==> config.mk <==
export PLATFORM = sky130hd
export DESIGN_NAME = average_then_lowpass_filter_top
export DESIGN_NICKNAME = d
export VERILOG_FILES = /design/src/hw/rtl/atlp_pkg.sv /design/src/hw/rtl/atlp_div.sv /design/src/hw/rtl/atlp_datapath.sv /design/src/hw/rtl/atlp_ctrl.sv /design/src/hw/rtl/average_then_lowpass_filter_top.sv
export SDC_FILE = /design/constraint.sdc
export NUM_CORES = 1
export LEC_CHECK = 0
export BUFFER_PORTS_ARGS = -buffer_cell sky130_fd_sc_hd__buf_2
export CAP_MARGIN = 20
export CORE_MARGIN = 2
export CORE_UTILIZATION = 60
export DETAILED_ROUTE_END_ITERATION = 10
export GPL_TIMING_DRIVEN = 0
export PLACE_DENSITY = 0.87
export SYNTH_ARGS = -nofsm -noshare
export SYNTH_HDL_FRONTEND = slang
export SYNTH_SLANG_ARGS = --single-unit
==> constraint.sdc <==
create_clock -name clock -period 6.79 [get_ports clock]
set_input_delay 0.679 -clock clock [delete_from_list [all_inputs] [get_ports clock]]
set_output_delay 0.679 -clock clock [all_outputs]
set_load 0.05 [all_outputs]
==> src/hw/rtl/atlp_pkg.sv <==
// Shared widths, constants and controller/datapath interface types.
package atlp_pkg;

   localparam int SAMPLE_W  = 10;
   localparam int SUM_W     = 16;
   localparam int CNT_W     = 7;
   localparam int REG_W     = 7;
   localparam int PROD_W    = 17;
   localparam int DIV_W     = 17;
   localparam int DIVR_W    = 7;
   localparam int DIV_CNT_W = 5;
   localparam int CSR_W     = 32;
   localparam int ADDR_W    = 3;
   localparam int RECIP_W     = 18;
   localparam int RECIP_SHIFT = 24;

   localparam logic [REG_W-1:0]     AVG_COUNT_RESET     = 7'd30;
   localparam logic [REG_W-1:0]     FILTER_WEIGHT_RESET = 7'd10;
   localparam logic [REG_W-1:0]     WEIGHT_FULL         = 7'd100;
   localparam logic [PROD_W-1:0]    ROUND_HALF          = 17'd50;
   localparam logic [DIV_CNT_W-1:0] DIV_STEPS           = 5'd17;
   // ceil(2^24 / 100): exact floor(x / 100) for every x below 2^17
   localparam logic [RECIP_W-1:0]   RECIP_100           = 18'd167773;

   // register index, taken from paddr[2]
   localparam logic REG_AVG_COUNT     = 1'b0;
   localparam logic REG_FILTER_WEIGHT = 1'b1;

   typedef struct packed {
      logic acc_en;
      logic acc_clear;
      logic div_start;
      logic avg_load;
      logic mult_en;
      logic scale_en;
      logic update_en;
   } cmd_type;

   typedef struct packed {
      logic block_full;
      logic div_done;
   } status_type;

endpackage

==> src/hw/rtl/atlp_div.sv <==
// Restoring radix-2 divider, one quotient bit per cycle.
module atlp_div
   import atlp_pkg::*;
(
   input  logic              clock,
   input  logic              reset,
   input  logic              start,
   input  logic [DIV_W-1:0]  dividend,
   input  logic [DIVR_W-1:0] divisor,
   output logic              done,
   output logic [DIV_W-1:0]  quotient
);

   logic [DIV_W-1:0]     quot_ff, quot_in;
   logic [DIVR_W-1:0]    rem_ff, rem_in;
   logic [DIVR_W-1:0]    divisor_ff, divisor_in;
   logic [DIV_CNT_W-1:0] cnt_ff, cnt_in;
   logic                 busy_ff, busy_in;
   logic                 done_ff, done_in;
   logic [DIVR_W:0]      shifted;
   logic [DIVR_W:0]      trial;
   logic                 fits;

   assign shifted = {rem_ff, quot_ff[DIV_W-1]};
   assign trial   = shifted - {1'b0, divisor_ff};
   assign fits    = shifted >= {1'b0, divisor_ff};

   always_comb begin
      quot_in    = quot_ff;
      rem_in     = rem_ff;
      divisor_in = divisor_ff;
      cnt_in     = cnt_ff;
      busy_in    = busy_ff;
      done_in    = 1'b0;
      if (start) begin
         quot_in    = dividend;
         rem_in     = '0;
         divisor_in = divisor;
         cnt_in     = '0;
         busy_in    = 1'b1;
      end else if (busy_ff) begin
         quot_in = {quot_ff[DIV_W-2:0], fits};
         rem_in  = fits ? trial[DIVR_W-1:0] : shifted[DIVR_W-1:0];
         cnt_in  = cnt_ff + 1'b1;
         if (cnt_ff == DIV_STEPS - 1'b1) begin
            busy_in = 1'b0;
            done_in = 1'b1;
         end
      end
   end

   always_ff @(posedge clock) begin
      if (reset) begin
         busy_ff <= 1'b0;
         done_ff <= 1'b0;
         cnt_ff  <= '0;
      end else begin
         busy_ff <= busy_in;
         done_ff <= done_in;
         cnt_ff  <= cnt_in;
      end
   end

   always_ff @(posedge clock) begin
      quot_ff    <= quot_in;
      rem_ff     <= rem_in;
      divisor_ff <= divisor_in;
   end

   assign done     = done_ff;
   assign quotient = quot_ff;

endmodule

==> src/hw/rtl/atlp_datapath.sv <==
// Accumulator, filter state, multipliers, serial divider and result registers.
module atlp_datapath
   import atlp_pkg::*;
(
   input  logic                clock,
   input  logic                reset,
   input  cmd_type             cmd,
   output status_type          status,
   input  logic [SAMPLE_W-1:0] sample,
   input  logic [REG_W-1:0]    count_eff,
   input  logic [REG_W-1:0]    weight_eff,
   output logic [SAMPLE_W-1:0] average,
   output logic [SAMPLE_W-1:0] filtered
);

   logic [SUM_W-1:0]    sum_ff, sum_in;
   logic [CNT_W-1:0]    count_ff, count_in;
   logic [SAMPLE_W-1:0] filter_ff, filter_in;
   logic [SAMPLE_W-1:0] avg_ff, avg_in;
   logic [PROD_W-1:0]   prod_ff, prod_in;
   logic                down_ff, down_in;
   logic [SAMPLE_W-1:0] step_ff, step_in;
   logic [SAMPLE_W-1:0] average_ff, average_in;
   logic [SAMPLE_W-1:0] filtered_ff, filtered_in;

   logic [DIV_W-1:0]          div_dividend;
   logic                      div_done;
   logic [DIV_W-1:0]          div_quotient;
   logic                      down;
   logic [SAMPLE_W-1:0]       diff;
   logic [PROD_W+RECIP_W-1:0] scaled;

   assign div_dividend = {1'b0, sum_ff};

   atlp_div u_div (
      .clock    (clock),
      .reset    (reset),
      .start    (cmd.div_start),
      .dividend (div_dividend),
      .divisor  (count_eff),
      .done     (div_done),
      .quotient (div_quotient)
   );

   assign down = avg_ff < filter_ff;
   assign diff = down ? (filter_ff - avg_ff) : (avg_ff - filter_ff);

   // divide by 100 via reciprocal multiply
   assign scaled = {{RECIP_W{1'b0}}, prod_ff} * {{PROD_W{1'b0}}, RECIP_100};

   always_comb begin
      sum_in      = sum_ff;
      count_in    = count_ff;
      filter_in   = filter_ff;
      avg_in      = avg_ff;
      prod_in     = prod_ff;
      down_in     = down_ff;
      step_in     = step_ff;
      average_in  = average_ff;
      filtered_in = filtered_ff;
      if (cmd.acc_clear) begin
         sum_in   = '0;
         count_in = '0;
      end else if (cmd.acc_en) begin
         sum_in   = sum_ff + {{(SUM_W-SAMPLE_W){1'b0}}, sample};
         count_in = count_ff + 1'b1;
      end
      if (cmd.avg_load)
         avg_in = div_quotient[SAMPLE_W-1:0];
      if (cmd.mult_en) begin
         prod_in = ({{(PROD_W-SAMPLE_W){1'b0}}, diff} *
                    {{(PROD_W-REG_W){1'b0}}, weight_eff}) + ROUND_HALF;
         down_in = down;
      end
      if (cmd.scale_en)
         step_in = scaled[RECIP_SHIFT +: SAMPLE_W];
      if (cmd.update_en) begin
         filter_in   = down_ff ? (filter_ff - step_ff) : (filter_ff + step_ff);
         average_in  = avg_ff;
         filtered_in = filter_in;
      end
   end

   always_ff @(posedge clock) begin
      if (reset) begin
         sum_ff    <= '0;
         count_ff  <= '0;
         filter_ff <= '0;
      end else begin
         sum_ff    <= sum_in;
         count_ff  <= count_in;
         filter_ff <= filter_in;
      end
   end

   always_ff @(posedge clock) begin
      avg_ff      <= avg_in;
      prod_ff     <= prod_in;
      down_ff     <= down_in;
      step_ff     <= step_in;
      average_ff  <= average_in;
      filtered_ff <= filtered_in;
   end

   assign status.block_full = count_ff >= count_eff;
   assign status.div_done   = div_done;
   assign average           = average_ff;
   assign filtered          = filtered_ff;

endmodule

==> src/hw/rtl/atlp_ctrl.sv <==
// Sequencer: accept, block check, average divide, filter step, result beat.
module atlp_ctrl
   import atlp_pkg::*;
(
   input  logic       clock,
   input  logic       reset,
   input  logic       req_valid,
   output logic       req_ready,
   output logic       rsp_valid,
   input  logic       rsp_ready,
   input  status_type status,
   output cmd_type    cmd
);

   typedef enum logic [2:0] {
      IDLE,
      CHECK,
      DIV_AVG,
      MULT,
      SCALE,
      UPDATE
   } state_type;

   state_type state_ff, state_in;
   logic      rsp_valid_ff, rsp_valid_in;

   always_comb begin
      state_in  = state_ff;
      cmd       = '0;
      req_ready = 1'b0;
      case (state_ff)
         IDLE: begin
            req_ready = 1'b1;
            if (req_valid) begin
               cmd.acc_en = 1'b1;
               state_in   = CHECK;
            end
         end
         CHECK: begin
            if (status.block_full) begin
               cmd.div_start = 1'b1;
               cmd.acc_clear = 1'b1;
               state_in      = DIV_AVG;
            end else begin
               state_in = IDLE;
            end
         end
         DIV_AVG: begin
            if (status.div_done) begin
               cmd.avg_load = 1'b1;
               state_in     = MULT;
            end
         end
         MULT: begin
            cmd.mult_en = 1'b1;
            state_in    = SCALE;
         end
         SCALE: begin
            cmd.scale_en = 1'b1;
            state_in     = UPDATE;
         end
         UPDATE: begin
            // wait for the output register to free up
            if (!rsp_valid_ff || rsp_ready) begin
               cmd.update_en = 1'b1;
               state_in      = IDLE;
            end
         end
         default: begin
            state_in = IDLE;
         end
      endcase

      rsp_valid_in = rsp_valid_ff;
      if (cmd.update_en)
         rsp_valid_in = 1'b1;
      else if (rsp_ready)
         rsp_valid_in = 1'b0;
   end

   always_ff @(posedge clock) begin
      if (reset) begin
         state_ff     <= IDLE;
         rsp_valid_ff <= 1'b0;
      end else begin
         state_ff     <= state_in;
         rsp_valid_ff <= rsp_valid_in;
      end
   end

   assign rsp_valid = rsp_valid_ff;

endmodule

==> src/hw/rtl/average_then_lowpass_filter_top.sv <==
// Boxcar averager followed by a first-order low-pass filter, with register port.
//
// Each req beat carries one 10-bit converter sample, added to a 16-bit
// running sum (wraps). When the sample count reaches average_count (a
// count of zero acts as one), the block divides the sum by the count to
// get the truncated average, clears sum and count, then moves the stored
// filter value toward that average by filter_weight/100 of the difference
// (weight saturates at 100), the step magnitude rounded half up. One rsp
// beat carries the average and the new filter value; samples that do not
// finish a block produce no rsp beat. A sample that does not finish a
// block passes only the block check; one that finishes a block passes
// the block check, the serial divider for sum / count (17 quotient
// bits), the weighted difference multiply, a reciprocal multiply for
// the divide by 100 and the filter update. A finished result sits in
// an output register, so the next sample is taken while the rsp beat
// waits; only a second finished block stalls until that beat leaves.
// Registers (APB, 32-bit data): 0x0 average_count (7 bits, reset 30),
// 0x4 filter_weight (7 bits, reset 10). Write registers only while the
// block is idle.
module average_then_lowpass_filter_top
   import atlp_pkg::*;
(
   input  logic                clock,
   input  logic                reset,
   // sample channel
   input  logic                req_valid,
   output logic                req_ready,
   input  logic [SAMPLE_W-1:0] req_sample,
   // result channel
   output logic                rsp_valid,
   input  logic                rsp_ready,
   output logic [SAMPLE_W-1:0] rsp_average,
   output logic [SAMPLE_W-1:0] rsp_filtered,
   // register port
   input  logic                psel,
   input  logic                penable,
   input  logic                pwrite,
   input  logic [ADDR_W-1:0]   paddr,
   input  logic [CSR_W-1:0]    pwdata,
   output logic [CSR_W-1:0]    prdata,
   output logic                pready
);

   logic [REG_W-1:0] avg_count_ff, avg_count_in;
   logic [REG_W-1:0] weight_ff, weight_in;
   logic             csr_write;
   logic             csr_index;
   logic [REG_W-1:0] count_eff;
   logic [REG_W-1:0] weight_eff;
   cmd_type          cmd;
   status_type       status;

   // register file: write on the access phase, index from paddr[2]
   assign pready    = 1'b1;
   assign csr_write = psel && penable && pwrite && pready;
   assign csr_index = paddr[2];

   always_comb begin
      avg_count_in = avg_count_ff;
      weight_in    = weight_ff;
      if (csr_write) begin
         case (csr_index)
            REG_AVG_COUNT:     avg_count_in = pwdata[REG_W-1:0];
            REG_FILTER_WEIGHT: weight_in    = pwdata[REG_W-1:0];
            default: begin
               avg_count_in = avg_count_ff;
            end
         endcase
      end
   end

   always_ff @(posedge clock) begin
      if (reset) begin
         avg_count_ff <= AVG_COUNT_RESET;
         weight_ff    <= FILTER_WEIGHT_RESET;
      end else begin
         avg_count_ff <= avg_count_in;
         weight_ff    <= weight_in;
      end
   end

   always_comb begin
      case (csr_index)
         REG_AVG_COUNT:     prdata = {{(CSR_W-REG_W){1'b0}}, avg_count_ff};
         REG_FILTER_WEIGHT: prdata = {{(CSR_W-REG_W){1'b0}}, weight_ff};
         default:           prdata = '0;
      endcase
   end

   // zero count acts as one; weight saturates at full scale
   assign count_eff  = (avg_count_ff == '0) ? {{(REG_W-1){1'b0}}, 1'b1} : avg_count_ff;
   assign weight_eff = (weight_ff > WEIGHT_FULL) ? WEIGHT_FULL : weight_ff;

   atlp_ctrl u_ctrl (
      .clock     (clock),
      .reset     (reset),
      .req_valid (req_valid),
      .req_ready (req_ready),
      .rsp_valid (rsp_valid),
      .rsp_ready (rsp_ready),
      .status    (status),
      .cmd       (cmd)
   );

   atlp_datapath u_datapath (
      .clock      (clock),
      .reset      (reset),
      .cmd        (cmd),
      .status     (status),
      .sample     (req_sample),
      .count_eff  (count_eff),
      .weight_eff (weight_eff),
      .average    (rsp_average),
      .filtered   (rsp_filtered)
   );

endmodule
==> results of run 1 <==
[logic make-up (layout without fill, tap and decap cells)]
kind of cell | count (synthesis) | count (layout) | share of synthesized area [%]
simple gates | 396 | 396 | 11.9
flops | 147 | 147 | 23.9
buf+inv | 359 | 453 | 9.48
other cells | 2 | 26 | 0.0479
fa+ha+maj | 387 | 387 | 38.3
compound gates | 290 | 290 | 12.1
xor+xnor | 61 | 61 | 3.41
mux | 12 | 12 | 0.861
[sequential cells by signal, indices dropped and copies added (netlist names)]
| name | flops |
|---|---|
| avg_count_ff | 7 |
| u_ctrl.rsp_valid | 1 |
| u_ctrl.state_ff | 3 |
| u_datapath.average | 10 |
| u_datapath.avg_ff | 10 |
| u_datapath.count_ff | 7 |
| u_datapath.down_ff | 1 |
| u_datapath.filter_ff | 10 |
| u_datapath.filtered | 10 |
| u_datapath.prod_ff | 17 |
| u_datapath.step_ff | 10 |
| u_datapath.sum_ff | 16 |
| u_datapath.u_div.busy_ff | 1 |
| u_datapath.u_div.cnt_ff | 5 |
| u_datapath.u_div.divisor_ff | 7 |
| u_datapath.u_div.done | 1 |
| u_datapath.u_div.quotient | 17 |
| u_datapath.u_div.rem_ff | 7 |
| weight_ff | 7 |
[path summary, 6_finish.rpt]
kind,from,end,slack [ps],cells after the start
setup / recovery,u_datapath.avg_ff[0],u_datapath.prod_ff[15],110,25
hold / removal,u_datapath.u_div.quotient[4],u_datapath.avg_ff[4],450,0
setup reg to reg,u_datapath.avg_ff[0],u_datapath.prod_ff[15],110,25
hold reg to reg,u_datapath.u_div.quotient[4],u_datapath.avg_ff[4],450,0
[stage by stage]
step | hold WS (ps) | area [µm²] | setup slack, ps | utilization, %
6_report | 452 | 17300 | 108 | 66.9
5_1_grt | 462 | 17300 | -108 | 66.9
4_1_cts | 454 | 17100 | 1.38 | 66.3
3_5_place_dp | 437 | 16500 | -493 | 63.8
3_3_place_gp | 431 | 16500 | -410 | 63.7
2_1_floorplan | 426 | 15800 | 555 | -
[routing by layer]
metal  up-vias  share of wire, %
met4         0               3.4
met1      5975                40
met2       546                49
li1       5657                 -
met3       104               7.4
met5         -                 0
[worst max-delay path, stage by stage, from the launching register on]
cell and delay [ps]:
edfxtp_1 430, inv_1 80, ha_2 180, inv_1 60
fa_2 390, a21o_1 220, a22oi_4 260, a21oi_4 100
o21ai_4 270, and3_4 270, nor3_4 70, or3_4 390
fa_1 500, fa_1 550, inv_1 50, fa_1 530
inv_1 60, fa_1 530, inv_1 70, ha_4 280
o21a_1 160, o21ai_2 100, a2111oi_4 380, o21ai_1 170
a21oi_1 230, xor2_1 80
[layout make-up]
class / count / share of cell area, %
buffer: 61 / 2.13
clock buffer: 17 / 2.46
clock inverter: 15 / 1.14
inverter: 298 / 6.47
multi-input combinational: 1172 / 61.7
sequential: 147 / 21.7
tap: 335 / 2.42
timing repair buffer: 62 / 1.94
[report_power, final]
part | total (mW) | switching [mW] | internal, mW
registers | 0.969 | 0.0169 | 0.953
clock network | 0.974 | 0.466 | 0.508
logic | 0.340 | 0.209 | 0.131
total | 2.28 | 0.692 | 1.59
[synth_stat cells, types with 3 or more instances]
cell type	n
ha_1	231
clkbuf_1	22
buf_4	27
edfxtp_1	81
nor3_1	24
nor2b_1	17
inv_1	294
o21a_1	15
a21boi_0	7
xor2_1	15
nand3b_1	3
o211ai_1	14
a211oi_1	13
buf_2	6
a31o_2	4
nor3b_1	6
or4_1	3
and3_1	8
a21o_1	24
a21oi_1	84
nand4_1	10
a211o_1	8
nand2_1	133
nor2_1	110
nand3_1	28
o21bai_1	8
a31oi_1	12
o21ai_0	63
o21ai_1	3
dfxtp_1	66
nand2b_1	19
xnor2_1	46
or3_1	10
fa_1	156
a311oi_1	3
o311ai_0	4
mux2i_1	9
or2_2	6
clkinv_1	3
buf_6	4
o22ai_1	3
and2_1	7
[repair_timing]
action | CTS | global route
pin swaps | 2 | 12
endpoints found under the setup margin | 5 | 5
setup buffers | 2 | 7
gates resized for setup | 12 | 20
==> flow_summary_export.csv, run 1 <==
group,metric,value,unit
status,status,"completed",
flow_run,maxCapViolations,0,
cts,clockBufferDepth,2,
finish,layout_commonest_cell,"inv_1",
synth,synth-seq-cells,147,
cts,numCtsBuffers,17,
global_routing,grt-ovfl-total,0,
floorplanning,dieArea,27500,µm²
timing,fin_skew,15.2,ps
cts,path_clk_slew,70,ps
synth,seq_area_frac_synth,23.9,%
timing,slew_violations,0,
global_routing,grt_pass1_vias,12700,
worst_setup_path,path_class,"reg -> reg",
synth,synth_cells,1654,
synth,synth_area_per_cell,9.49,µm²
timing,hold_violations,0,
cts,clock_latency,440,ps
drt,drt-total-wl,37700,µm
finish,syn_to_final_growth,10.2,%
floorplanning,placementRows,59,
place,gp_congestion,0.990,
timing,tightest_slew,1050,ps
synth,synth-main-ff-cell,"edfxtp_1",
drt,wl_per_cell,17.9,µm
worst_setup_path,cp_max_fo,7,
global_routing,grt_max_degree,30,
timing,maxSlewHeadroom,29.5,%
global_routing,use_met3,5.66,%
timing,period_share,98.4,%
finish,nNetsFinal,2198,
place,portBuffers,52,
synth,synth-edff-count,81,
floorplanning,dieWidth,166,µm
finish,final_cells,2107,
synth,yosysWarnings,0,
timing,setup_tns,0,ps
global_routing,antenna_found_initial,0,
finish,drive_above_1_share,10.2,%
synth,synth_cell_types,80,
cts,clk_root_buffer_cell,"clkbuf_16",
drt,drtIter0Drc,1286,
worst_setup_path,endpoint_kind,"flip-flop",
timing,max_freq,150,MHz
global_routing,globalRouteMet1Util,34.6,%
pwr,total_power,2.28,mW
drt,viasPerCell,5.83,
cts,h-tree-depth,4,
floorplanning,pin_count,107,
synth,ys_async_sr_fraction,0,%
cts,cts_sinks,147,
finish,regArea,3750,µm²
finish,num_antenna_cells,0,
synth,post-synth-top-area-fraction,19.9,%
pwr,leakage,8.24,nW
global_routing,grt_pass1_wl,61700,µm
drt,first_pass_iters,6,
floorplanning,start_util,60.7,%
finish,multi_input_area,10700,µm²
floorplanning,core_area,25800,µm²
drt,route.vias.total,12300,
cts,tritoncts,"yes",
drt,post-route-drc-count,0,
synth,synth_top_cell_by_area,"fa_1",
synth,ys_top_cells_by_area,"fa_1, ha_1, edfxtp_1",
worst_setup_path,worst_ep_required_time,6970,ps
pwr,power.ir.vdd_worst,168,µV
drt,ant_nets,0,
worst_setup_path,startpoint_type,"flip-flop",
min_path,hp-class,"reg -> reg",
place,hpwlAfterDp,29500,µm
pwr,power.density,132,nW/µm²
global_routing,gr-usage-met2,47.2,%
synth,synth_area,15700,µm²
cts,cts_hold_buffers,0,
floorplanning,die_h,166,µm
global_routing,grtUsageTotal,27.6,%
place,place_inst,2066,
timing,layout_min_cycle_time,6680,ps
finish,nFillCells,1880,
timing,final-setup-viol-count,0,
finish,layout_common_cells,"inv_1, ha_1, fa_1",
worst_setup_path,arrival,6860,ps
global_routing,top_usage_layer,"met2",
Note: power is estimated with default switching activity, not from simulation.
==> run 2: changes to the inputs <==
--- a/config.mk
+++ b/config.mk
@@ -5,6 +5,7 @@
 export SDC_FILE = /design/constraint.sdc
 export NUM_CORES = 1
 export LEC_CHECK = 0
+export ABC_AREA = 1
 export BUFFER_PORTS_ARGS = -buffer_cell sky130_fd_sc_hd__buf_2
 export CAP_MARGIN = 20
 export CORE_MARGIN = 2
==> run 2 against run 1 <==
Clock power increased by 4%. Cell count up 19%. Cell area is 3.7% higher. Critical endpoint is now u_datapath.prod_ff[11]. Highest routed layer unchanged.
==> flow_summary_export.csv, run 2 <==
group,metric,value,unit
status,status,"completed",
worst_setup_path,endpoint_kind,"flip-flop",
cts,cts_resized,0,
synth,ys_async_sr_fraction,0,%
finish,syn_to_final_growth,8.61,%
timing,rsz0062_at_grt,"no",
finish,stdcell_area,17900,µm²
timing,hold_violations,0,
drt,first_pass_iters,8,
flow_run,maxCapViolations,0,
drt,wl_per_cell,16.3,µm
synth,synth_cells,2064,
drt,drtIter0Drc,1064,
floorplanning,dieArea,28900,µm²
pwr,leakage,9.56,nW
worst_setup_path,path_class,"reg -> reg",
global_routing,grtUsageTotal,29.2,%
finish,nNetsFinal,2599,
timing,fin_skew,14.3,ps
place,gp_congestion,0.923,
drt,viasPerCell,5.58,
cts,numCtsBuffers,17,
global_routing,grt-ovfl-total,0,
synth,yosysWarnings,0,
synth,post-synth-top-area-fraction,18.9,%
worst_setup_path,critPathMaxStageDelay,540,ps
timing,maxSlewHeadroom,25.9,%
floorplanning,die_h,170,µm
timing,layout_setup_ws,912,ps
cts,clock_latency,450,ps
synth,synth_top_cell_by_area,"fa_1",
global_routing,grt_pass1_vias,14100,
timing,max_freq,170,MHz
cts,clk_root_buffer_cell,"clkbuf_16",
drt,route.vias.total,14000,
cts,clockBufferDepth,2,
worst_setup_path,cp_slowest_cell,"fa_1",
cts,cts_setup_buffers,0,
timing,period_share,86.6,%
finish,layout_commonest_cell,"inv_1",
floorplanning,start_util,61.3,%
finish,nFillCells,2081,
global_routing,grt_max_degree,22,
timing,final-setup-viol-count,0,
timing,tightest_slew,1110,ps
pwr,power.ir.vdd_worst,150,µV
cts,cts_sinks,147,
floorplanning,dieWidth,170,µm
synth,synth_area_per_cell,8.00,µm²
finish,num_antenna_cells,0,
drt,drt-total-wl,41100,µm
place,hpwlAfterDp,33000,µm
synth,ys_top_cells_by_count,"inv_1, nand2_1, ha_1",
place,portBuffers,52,
place,dp_slack,999,ps
place,dpl-instance-area,17300,µm²
drt,post-route-drc-count,0,
worst_setup_path,path_cells,"inv_1, ha_1, inv_1, fa_1, nand3_1, nand3_2, inv_2, nand2_1, nand2_1, nor2_1, fa_1, inv_1, fa_1, inv_1, fa_1, inv_1, fa_1, inv_1, ha_1, a21oi_1, nand2_1, a31oi_1, xnor2_1",
finish,final_util,66.5,%
cts,path_clk_slew,70,ps
cts,h-tree-depth,4,
finish,drive_above_1_share,6.90,%
worst_setup_path,startpoint_type,"flip-flop",
timing,layout_min_cycle_time,5880,ps
synth,synth-main-ff-cell,"edfxtp_1",
synth,synth_most_common_cell,"inv_1",
cts,cts_hold_buffers,0,
finish,layout_common_cells,"inv_1, nand2_1, ha_1",
synth,ys_top_cells_by_area,"fa_1, ha_1, edfxtp_1",
worst_setup_path,cp_max_fo,9,
worst_setup_path,worst_ep_required_time,6960,ps
global_routing,antenna_found_initial,0,
pwr,power.density,135,nW/µm²
worst_setup_path,cp_common_cell,"inv_1",
floorplanning,core_area,27000,µm²
floorplanning,placementRows,60,
drt,ant_nets,0,
floorplanning,pin_count,107,
synth,synth_cell_types,40,
synth,synth_area,16500,µm²
synth,seq_area_frac_synth,22.7,%
worst_setup_path,arrival,6050,ps
min_path,hp-class,"reg -> reg",
synth,synth-edff-count,81,
synth,synth-seq-cells,147,
global_routing,grt_pass1_wl,66800,µm
timing,setup_tns,0,ps
cts,tritoncts,"yes",
timing,slew_violations,0,
## run 2: worst paths after layout
kind / start / to / slack, ps / cells past startpoint
hold reg to reg: u_datapath.u_div.quotient[2] / u_datapath.avg_ff[2] / 460 / 0
setup reg to reg: u_datapath.avg_ff[0] / u_datapath.prod_ff[11] / 910 / 23
setup / recovery: u_datapath.avg_ff[0] / u_datapath.prod_ff[11] / 910 / 23
hold / removal: u_datapath.u_div.quotient[2] / u_datapath.avg_ff[2] / 460 / 0
## run 2: through the flow
step | hold slack, ps | instances | power (mW)
6_report | 457 | 2514 | 2.43
5_1_grt | 480 | 2514 | 2.51
4_1_cts | 456 | 2514 | 2.41
3_5_place_dp | 440 | 2482 | 1.43
3_3_place_gp | 435 | 2481 | 1.41
2_1_floorplan | 427 | 2088 | 1.33
## run 2: layer usage
metal  share of wire, %  GRT usage (%)  up-vias
met5                  0              0        -
met4                4.4           14.0        0
met3                6.4           4.49      144
met2                 50           51.9      594
met1                 39           34.8     6672
li1                   -              -     6627
## run 2: final cells by class
| type | count | area, µm² | share of cell area (%) |
|---|---|---|---|
| repair buffers | 53 | 272 | 1.51 |
| flip-flops and latches | 147 | 3750 | 20.9 |
| multi-input cells | 1446 | 10900 | 60.6 |
| plain buffers | 54 | 325 | 1.81 |
| clock inverters | 14 | 178 | 0.991 |
| well taps | 341 | 427 | 2.38 |
| clock buffers | 18 | 450 | 2.51 |
| inverters | 441 | 1660 | 9.23 |
## run 2: cells by family (layout without fill, tap and decap cells)
group / after synthesis / after routing / share of synthesized area, %
adders and majority gates: 387 / 387 / 36.4
AOI/OAI and AO/OA: 212 / 212 / 6.97
xor gates and xnor gates: 45 / 45 / 2.39
and+or+nand+nor: 776 / 776 / 19.4
buffers and inverters: 495 / 580 / 12.0
DFF: 147 / 147 / 22.7
other: 2 / 26 / 0.0455
## run 2: critical path, delay by kind of cell (launching register included)
family | cells | cell delay, ps
and+or+nand+nor | 6 | 830
DFF | 1 | 470
adders and majority gates | 7 | 3150
AOI/OAI and AO/OA | 2 | 440
buffers and inverters | 7 | 570
xor gates and xnor gates | 1 | 140
## run 2: power breakdown
group	switching, mW	internal (mW)	leakage [nW]
logic	0.291	0.156	7.99
registers	0.0143	0.958	1.27
clock network	0.453	0.552	0.305
==> run 3: changes to the inputs <==
--- a/config.mk
+++ b/config.mk
@@ -6,13 +6,14 @@
 export NUM_CORES = 1
 export LEC_CHECK = 0
 export ABC_AREA = 1
-export BUFFER_PORTS_ARGS = -buffer_cell sky130_fd_sc_hd__buf_2
+export BUFFER_PORTS_ARGS = -buffer_cell sky130_fd_sc_hd__buf_4
 export CAP_MARGIN = 20
 export CORE_MARGIN = 2
 export CORE_UTILIZATION = 60
 export DETAILED_ROUTE_END_ITERATION = 10
 export GPL_TIMING_DRIVEN = 0
 export PLACE_DENSITY = 0.87
+export SKIP_CTS_REPAIR_TIMING = 1
 export SYNTH_ARGS = -nofsm -noshare
 export SYNTH_HDL_FRONTEND = slang
 export SYNTH_SLANG_ARGS = --single-unit
==> run 3 against run 2 <==
Clock power down 4%. Register-to-register slack about the same. Fmax shrank 0.25%. Critical path type unchanged. Highest routed layer unchanged.
==> flow_summary_export.csv, run 3 (synthesis gave the netlist of run 2 again) <==
group,metric,value,unit
status,status,"completed",
drt,viasPerCell,5.52,
timing,final-setup-viol-count,0,
pwr,power.density,133,nW/µm²
worst_setup_path,worst_ep_required_time,6960,ps
timing,fin_skew,19.5,ps
worst_setup_path,rr_worst_depth,24,
place,hpwlAfterDp,33000,µm
pwr,pwr-share-seq,40.6,%
finish,syn_to_final_growth,9.39,%
cts,clk_root_buffer_cell,"clkbuf_16",
timing,layout_min_cycle_time,5890,ps
timing,slew_violations,0,
cts,tritoncts,"yes",
drt,route.vias.total,13900,
pwr,p_int,1.62,mW
timing,max_freq,170,MHz
finish,layout_common_cells,"inv_1, nand2_1, ha_1",
timing,layout_setup_ws,898,ps
cts,clock_latency,440,ps
pwr,sw_frac_of_total,32.2,%
worst_setup_path,cp_max_fo,9,
global_routing,grtUsageTotal,28.9,%
timing,period_share,86.8,%
timing,hold_violations,0,
pwr,leakage,9.60,nW
floorplanning,core_area,27000,µm²
place,place_inst,2482,
min_path,min-delay-start,"u_datapath.u_div.quotient[2]",
worst_setup_path,arrival,6060,ps
global_routing,grt-ovfl-total,0,
floorplanning,pin_count,107,
floorplanning,dieWidth,170,µm
cts,path_clk_slew,70,ps
finish,nNetsFinal,2600,
drt,ant_nets,0,
drt,drtIter0Drc,990,
timing,maxSlewHeadroom,43.7,%
min_path,holdPathStages,0,
finish,final_cells,2515,
cts,numCtsBuffers,17,
pwr,clkPwrFrac,40.7,%
finish,layout_commonest_cell,"inv_1",
flow_run,maxCapViolations,0,
cts,cts_sinks,147,
place,dp_slack,971,ps
finish,drive_above_1_share,6.95,%
timing,setup_tns,0,ps
pwr,pwr-share-comb,18.7,%
drt,drt-total-wl,40400,µm
drt,wl_per_cell,16.1,µm
worst_setup_path,ff2ff_setup_slack,900,ps
floorplanning,start_util,61.3,%
worst_setup_path,r2r_end,"u_datapath.prod_ff[15]",
drt,post-route-drc-count,0,
cts,h-tree-depth,4,
worst_setup_path,path_class,"reg -> reg",
finish,num_antenna_cells,0,
pwr,power.switching,771,µW
min_path,whs_endpoint,"u_datapath.avg_ff[2]",
global_routing,grt_pass1_vias,14300,
timing,rsz0062_at_grt,"no",
min_path,hp-class,"reg -> reg",
floorplanning,placementRows,60,
global_routing,grt_max_degree,22,
finish,nFillCells,2122,
pwr,power.ir.vdd_worst,172,µV
place,portBuffers,52,
worst_setup_path,startpoint_type,"flip-flop",
floorplanning,die_h,170,µm
global_routing,antenna_found_initial,0,
cts,clockBufferDepth,2,
worst_setup_path,r2r-start,"u_datapath.avg_ff[0]",
timing,tightest_slew,843,ps
place,gp_congestion,0.937,
timing,whs,460,ps
floorplanning,dieArea,28900,µm²
worst_setup_path,endpoint_kind,"flip-flop",
drt,first_pass_iters,6,
global_routing,grt_pass1_wl,66600,µm
[run 3: cell count changes in the layout (fill, tap and decap cells not counted), sizes merged]
cell      before  now
clkinv         3    7
clkinvlp       1    0
buf           90   91
bufinv         1    0
clkbuf        35   34
inv          450  449
[run 3: critical path: stages, from the launching register on]
cell	delay (ps)
edfxtp_1	490
inv_1	100
ha_1	190
inv_1	80
fa_1	470
nand3_1	130
nand3_2	130
inv_2	180
nand2_1	120
nand2_1	180
nor2_1	90
fa_1	540
inv_1	50
fa_1	470
inv_1	50
fa_1	530
inv_1	60
fa_1	520
inv_1	40
ha_1	370
a21oi_1	230
nand2_1	180
nand4_1	130
nand4_1	120
xor2_1	180
[run 3: cell type report]
class                           instances  area, µm²  share of cell area, %
Timing Repair Buffer                   54        409                   2.27
Sequential cell                       147       3750                   20.8
Inverter                              441       1660                   9.17
Tap cell                              341        427                   2.36
Multi-Input combinational cell       1446      10900                   60.2
Clock inverter                         15        194                   1.07
Buffer                                 54        325                   1.80
Clock buffer                           17        425                   2.36
[run 3: layer usage]
metal / routed length, µm / vias to the layer above / track usage [%]
met3: 2550 / 140 / 4.14
met4: 1580 / 0 / 12.3
met2: 20600 / 575 / 52.9
met5: 0 / - / 0
li1: - / 6634 / -
met1: 15700 / 6532 / 33.9
[run 3: power groups by stage]
stage | clock, mW | combinational (mW) | sequential [mW]
after floorplan | 0 | 0.341 | 0.987
after global placement | 0 | 0.422 | 0.990
after detailed placement | 0 | 0.439 | 0.991
after CTS | 0.974 | 0.444 | 0.971
after global routing | 1.00 | 0.507 | 0.973
final | 0.973 | 0.448 | 0.972
[run 3: worst max path at each step]
| stage | start | endpoint | slack (ps) |
|---|---|---|---|
| floorplan | u_datapath.avg_ff[0] | u_datapath.prod_ff[15] | 1600 |
| global placement | u_datapath.avg_ff[0] | u_datapath.prod_ff[15] | 1100 |
| detailed placement | u_datapath.avg_ff[0] | u_datapath.prod_ff[15] | 970 |
| CTS | u_datapath.avg_ff[0] | u_datapath.prod_ff[15] | 970 |
| global route | u_datapath.avg_ff[0] | u_datapath.prod_ff[15] | 620 |
| finish | u_datapath.avg_ff[0] | u_datapath.prod_ff[15] | 900 |
[run 3: per-stage QoR]
stage | utilization (%) | total power [mW] | instance area (µm²)
after global routing | 67.0 | 2.48 | 18100
after detailed placement | 64.7 | 1.43 | 17400
after CTS | 67.0 | 2.39 | 18100
after global placement | 64.6 | 1.41 | 17400
after floorplan | - | 1.33 | 16600
final | 67.0 | 2.39 | 18100
